--- config.mk ---
export PLATFORM = sky130hd
export DESIGN_NAME = qapm_axis
export DESIGN_NICKNAME = d
export VERILOG_FILES = /design/src/hdl/qapm_pkg.sv /design/src/hdl/qapm_axis.sv
export SDC_FILE = /design/constraint.sdc
export NUM_CORES = 1
export LEC_CHECK = 0
export ABC_AREA = 1
export BUFFER_PORTS_ARGS = -buffer_cell sky130_fd_sc_hd__buf_2
export CAP_MARGIN = 0
export CORE_AREA = 8 8 290 292
export CTS_CLUSTER_SIZE = 14
export DETAILED_ROUTE_END_ITERATION = 10
export DIE_AREA = 0 0 298 300
export SYNTH_ARGS = -nofsm -noshare
export SYNTH_HDL_FRONTEND = slang
export SYNTH_SLANG_ARGS = --single-unit
--- constraint.sdc ---
create_clock -name i_clk -period 5.4 [get_ports i_clk]
set_clock_uncertainty 0.05 [all_clocks]
set_input_delay 0.27 -clock i_clk [delete_from_list [all_inputs] [get_ports i_clk]]
set_output_delay 0.27 -clock i_clk [all_outputs]
set_load 0.03 [all_outputs]
--- src/hdl/qapm_pkg.sv ---
package qapm_pkg;

    localparam int ANGLE_W = 16;
    localparam int GAIN_W  = 16;
    localparam int LEVEL_W = 15;
    localparam int MOTOR_W = 16;
    localparam int CFG_IDX_W  = 3;
    localparam int CFG_DATA_W = 16;

    // error = want + now, one bit of growth
    localparam int ERR_W    = ANGLE_W + 1;
    // floor(gain * err / 4096) and floor(gain * rate / 4096)
    localparam int P_TERM_W = ERR_W + GAIN_W - 12;
    localparam int D_TERM_W = ANGLE_W + GAIN_W - 12;
    localparam int AXIS_W   = P_TERM_W + 1;
    // base + throttle
    localparam int BT_W     = ANGLE_W + 1;
    localparam int MIX_W    = AXIS_W + 2;

    localparam logic [GAIN_W-1:0]  ROLL_P_RST  = 16'd3584;
    localparam logic [GAIN_W-1:0]  ROLL_D_RST  = 16'd64;
    localparam logic [GAIN_W-1:0]  PITCH_P_RST = 16'd3584;
    localparam logic [GAIN_W-1:0]  PITCH_D_RST = 16'd64;
    localparam logic [GAIN_W-1:0]  YAW_P_RST   = 16'd5120;
    localparam logic [GAIN_W-1:0]  YAW_D_RST   = 16'd256;
    localparam logic [LEVEL_W-1:0] LAUNCH_RST  = 15'd100;
    localparam logic [LEVEL_W-1:0] BASE_RST    = 15'd0;

    typedef logic signed [ANGLE_W-1:0] t_angle;
    typedef logic        [GAIN_W-1:0]  t_gain;
    typedef logic        [LEVEL_W-1:0] t_level;
    typedef logic        [MOTOR_W-1:0] t_motor;
    typedef logic signed [ERR_W-1:0]   t_err;
    typedef logic signed [AXIS_W-1:0]  t_axis;

    typedef enum logic [CFG_IDX_W-1:0] {
        CFG_ROLL_P  = 3'd0,
        CFG_ROLL_D  = 3'd1,
        CFG_PITCH_P = 3'd2,
        CFG_PITCH_D = 3'd3,
        CFG_YAW_P   = 3'd4,
        CFG_YAW_D   = 3'd5,
        CFG_LAUNCH  = 3'd6,
        CFG_BASE    = 3'd7
    } t_cfg_idx;

    typedef struct packed {
        logic en_mul;
        logic en_sum;
    } t_axis_ctrl;

endpackage

--- src/hdl/qapm_axis.sv ---
module qapm_axis (
    input  logic                  i_clk,
    input  qapm_pkg::t_axis_ctrl  i_ctrl,
    input  qapm_pkg::t_err        i_err,
    input  qapm_pkg::t_angle      i_rate,
    input  qapm_pkg::t_gain       i_p_gain,
    input  qapm_pkg::t_gain       i_d_gain,
    output qapm_pkg::t_axis       o_axis
);
    import qapm_pkg::*;

    logic signed [ERR_W+GAIN_W:0]    w_p_prod;
    logic signed [ANGLE_W+GAIN_W:0]  w_d_prod;
    logic signed [P_TERM_W-1:0]      r_p_term;
    logic signed [D_TERM_W-1:0]      r_d_term;
    t_axis                           r_axis;

    assign w_p_prod = i_err  * $signed({1'b0, i_p_gain});
    assign w_d_prod = i_rate * $signed({1'b0, i_d_gain});

    // dropping the low 12 bits of a signed product is floor division
    always_ff @(posedge i_clk) begin
        if (i_ctrl.en_mul) begin
            r_p_term <= w_p_prod[ERR_W+GAIN_W-1:12];
            r_d_term <= w_d_prod[ANGLE_W+GAIN_W-1:12];
        end
    end

    always_ff @(posedge i_clk) begin
        if (i_ctrl.en_sum) begin
            r_axis <= AXIS_W'(r_p_term) + AXIS_W'(r_d_term);
        end
    end

    assign o_axis = r_axis;

endmodule

# Yosys cells after proc, flatten, opt, wreduce, memory -nomap -nowiden
# Index checks and enable logic that the tools add are counted.
[word_totals]
regBits = 63
inputBits = 68
output_inout_bits = 22
word_cells = 6
[classes]
add_sub_neg = 1
n_mul = 2
[op_table]
columns = ["op", "n"]
rows = [
  ["17-bit by 17-bit multiplier with 33-bit output", 1],
  ["16-bit by 17-bit multiplier with 32-bit output", 1],
  ["21-bit by 20-bit adder with 22-bit output", 1],
]

# Logic depth before layout (Yosys ltp)
[depth]
depth_word = 1
depth_mapped = 27

# Worst setup path before layout
# No wires, ideal clock.
[synth_timing]
path_type = "input port to flip-flop"
start = "input i_err[16]"
end = "register r_p_term[16] (data pin)"
arrival_ps = 5455
t_required_ps = 5098
path_slack_ps = -358
path_stages = 22
n_path_buf = 2
cell_sequence = "clkbuf_1 > clkbuf_1 > nand2_1 > fa_1 > inv_1 > fa_1 > inv_1 > fa_1 > fa_1 > inv_1 > fa_1 > inv_1 > fa_1 > inv_1 > ha_1 > nand2_1 > nor2_1 > nand2_1 > nor4_1 > nand2_1 > nand3_1 > nand2_1"
[synth_between]
elab_chain_cells = 1
[synth_rtl]
columns = ["item", "line_no", "rtl"]
rows = [
  ["from (decl)", "qapm_axis.sv:4", "input qapm_pkg::t_err i_err,"],
  ["17-bit by 17-bit multiplier with 33-bit output", "qapm_axis.sv:18", "assign w_p_prod = i_err * $signed({1'b0, i_p_gain});"],
  ["named net w_p_prod[28]", "qapm_axis.sv:12", "logic signed [ERR_W+GAIN_W:0] w_p_prod;"],
  ["to (signal assigned)", "qapm_axis.sv:24", "r_p_term <= w_p_prod[ERR_W+GAIN_W-1:12];"],
  ["to (decl)", "qapm_axis.sv:14", "logic signed [P_TERM_W-1:0] r_p_term;"],
]
# The timed path passes the listed nets, and every way through them passes these cells.
# A chain may end at the register's enable or synchronous reset.

# Worst setup path after layout
[layout_timing]
start = "input i_err[16]"
end = "register r_p_term[15] (data pin)"
# The elaborated chain is that of the path after synthesis.

==> results.md <==
Status:
- The run finished with clean final reports.

Synthesis:
- The cell count after synthesis is between 3000 and 4000.
- After synthesis the cells add up to between 20000 and 25000 um2.
- For this run, the number of Yosys warnings is 0.
- The dominant cell type by area after synthesis is fa_1.
- Sorting the synthesized cells by area gives the leading types as fa_1 (40%), inv_1 (15%), nand2_1 (14%).
- The mean instance size in the synthesized netlist is 7.488 um2.
- The dominant register cell in the synthesized netlist is edfxtp_1.
- In this run, synthesis inferred 63 flip-flops with an integrated enable.
- After synthesis, the share of flip-flops with an asynchronous set or reset is 0.
- The register bit count reported by yosys is 63.
- The post-synthesis sequential area ratio is 0.08013.
- The proportion of netlist area held by the largest area contributor is 0.3951.
- Counting distinct cell types in the post-synthesis netlist gives 29.
- Counting every net in the synthesized netlist gives 3904.

Floorplan:
- The die is ~300 um tall.
- The standard cell core area is 79640 um2.
- The initial cell density of the core is 0.2965.
- Measured along the x axis, the die boundary spans 298 um.
- The overall die area is 89400 um2.
- Pin placement for this block handled 90 I/O pins.
- The number of core rows is 104.

Clocking:
- In this run the post-CTS setup repair buffer count came out at 0.
- The H-tree generated during clock tree synthesis spans 3 levels.
- TritonCTS built the clock tree.
- The maximum count of clock buffers along a single path is 2.
- Clock latency on the worst-skew pair, taken at its later pin, is 0.34 ns.
- The number of CTS-inserted buffers is 9.
- The buffer type at the clock tree root is clkbuf_16.
- The post-cts hold buffer count is 0.
- Clock-pin slew was measured on the worst setup and hold paths at 0.05 ns.
- The CTS sink count is 63.

Critical path:
- The kind of launch point of the worst setup path is an input port.
- The capturing element type of the critical path is a flip-flop.
- The cell family contributing the most delay on the critical path is adder cells.
- In this design, the stage delay of the slowest critical-path cell is 0.58 ns.
- Together, buffers and inverters on the worst path number 4.
- The maximum fanout count along the critical path is 8.
- The worst setup path is of the input port to flip-flop kind.
- Walking the worst path, the cells encountered are buf_2 -> buf_4 -> nand2_1 -> buf_4 -> fa_1 -> fa_1 -> fa_1 -> fa_1 -> inv_1 -> fa_1 -> fa_1 -> ha_1 -> nand2_1 -> o21ai_0 -> a21oi_1 -> nand3_1 -> nand2_1 -> nand2_1.
- The cell with the largest stage delay on the worst path is fa_1.
- The most numerous cell type found on the critical path is fa_1.
- At the worst endpoint, the arrival time is 5.24 ns.
- STA puts the critical path data required time at 5.43 ns.

STA:
- Setup violations remaining at the end of the flow were counted as 0.
- The count of final max-slew check failures is 0.
- Setup repair after global routing left no endpoint under its margin.
- The part of the cycle the worst path needs is 0.9633.
- The normalized max-slew margin is 0.3513.
- The slew at the pin closest to its max-slew limit is 0.9731 ns.
- The final number of hold-violating endpoints is 0.
- Static timing analysis puts the maximum clock frequency at slightly below 200 MHz.
- The final critical-path required period is between 5 and 6 ns.

Detailed routing:
- Summed over all layers, the routed wires come to between 50 and 60 mm.
- The routed layout has 19010 vias.
- In the final routed layout, each cell accounts on average for 13.22 um.
- After the first detailed-routing iteration, the DRC count stood at between 1000 and 1500.
- The average via count per standard cell is 4.303.
- The first TritonRoute pass finished after 6 iterations.
- The number of nets with antenna violations after routing is 0.
- After detailed routing, the number of remaining DRC violations is 0.

Final layout:
- The fraction of final layout cells with drive strength greater than 1 is 0.1093.
- The multi-input combinational cells in the finished layout cover a total of 17790 um2.
- The layout has 8423 filler cells.
- Compared with the post-synthesis result, the final layout area differs by 14.94%.
- At the end of the flow, the number of nets in the layout was 4103.
- The area used by sequential logic in the layout is 1892 um2.
- For this run, the share of the core covered by cells in the final layout is 0.3408.

Global routing:
- Summed over all layers, the global routing overflow is 0.
- The combined global-route utilization of all metal layers is 0.1335.
- The first global-routing pass estimated 99.51 mm of wire.
- The number of global-route vias before repair was 19840.
- The maximum number of pins on one net before global-route repair is 42.
- The number of antenna violations at the first check in global routing is 2.

Worst hold path:
- The path class of the tightest hold or removal check is input port to flip-flop.

Placed design:
- The last weighted congestion value of the routability-driven placer is 0.8967.
- The number of buffer cells added on primary ports is 89.
- The HPWL after detailed placement is 52.46 mm.

Job:
- Across the run, the number of max-cap violations was 0.
## area by class of cell
class | count | area share
Clock buffer | 11 | 0.008575
Timing Repair Buffer | 306 | 0.08022
Multi-Input combinational cell | 2003 | 0.6554
Clock inverter | 5 | 0.002997
Antenna cell | 2 | 0.0001844
Inverter | 969 | 0.1340
Tap cell | 1060 | 0.04887
Sequential cell | 63 | 0.06971
## Yosys cell counts (3+ instances only)
master	instances
nand4_1	20
o21ai_0	43
nor4_1	4
inv_1	969
clkbuf_1	117
a21o_1	3
or2_2	8
nand3_1	63
nand2_2	4
xnor2_1	10
and2_1	4
a21oi_1	86
nand2_1	901
nand3b_1	3
ha_1	217
nor3_1	10
edfxtp_1	63
nor2_1	112
xor2_1	25
o21bai_1	13
fa_1	466
## logic make-up (layout without fill, tap and decap cells)
kind of cell	Yosys count	count (layout)	synth area share
simple gates	1134	1134	0.1897
fa+ha+maj	683	683	0.5101
other cells	0	2	0
compound gates	151	151	0.03423
flops	63	63	0.08013
xor+xnor	35	35	0.01298
buf+inv	1087	1291	0.1729
## state kept, by name, summed over array words and instances, names as in the netlist
signal    count
r_d_term     20
o_axis       22
r_p_term     21
## metal layers
layer,routed length (um),up-vias,global-route usage
met2,27350,342,0.2254
met4,1072,2,0.02430
met1,27750,9218,0.1866
met3,2232,79,0.01359
met5,10,-,0
li1,-,9373,-
## through the flow
stage / TNS (ns) / setup slack (ns) / hold slack [ns] / area, um2 / instances
3_3_place_gp: -1.055 / -0.2124 / 0.5054 / 26690 / 4401
4_1_cts: 0 / 0.08160 / 0.4028 / 27010 / 4417
6_report: 0 / 0.1981 / 0.4111 / 27140 / 4419
2_1_floorplan: 0 / 0.004634 / 0.3325 / 23650 / 3153
5_1_grt: 0 / 0.005569 / 0.4219 / 27140 / 4418
3_5_place_dp: -1.444 / -0.2575 / 0.5099 / 26690 / 4401
## cell usage in the layout (no fill, tap or decap), types with 3 or more instances in the layout
cell type / n
ha_4: 4
o21ai_0: 42
nand3_1: 63
edfxtp_1: 63
o21ai_1: 3
xnor2_1: 10
a21oi_2: 4
buf_12: 8
and2_1: 4
fa_2: 3
nor3_1: 9
buf_2: 88
buf_4: 209
or2_2: 8
inv_1: 966
xor2_1: 25
o21bai_1: 13
inv_2: 3
nor2_2: 7
a21o_1: 3
ha_1: 212
clkbuf_16: 9
nand2_2: 8
nand2_1: 896
fa_1: 463
nand4_1: 20
nor2_1: 104
nand3b_1: 3
a21oi_1: 82
## final timing paths
kind,from,endpoint,slack (ns),cells after the start
setup / recovery,i_err[16],r_p_term[15]$_DFFE_PP_,0.20,18
hold reg to reg,r_p_term[0]$_DFFE_PP_,o_axis[0]$_DFFE_PP_,0.53,1
hold / removal,i_ctrl[0],o_axis[17]$_DFFE_PP_,0.41,1
setup reg to reg,r_d_term[2]$_DFFE_PP_,o_axis[15]$_DFFE_PP_,3.20,8
## timing repair
item | CTS | global route
endpoints found under the hold margin | 0 | 0
setup endpoints to repair | 0 | 7
gates resized for setup | 0 | 31
Power is left out: the tool's default activity adds up to more than one toggle a clock period on the data nets, which glitch-free logic cannot reach.
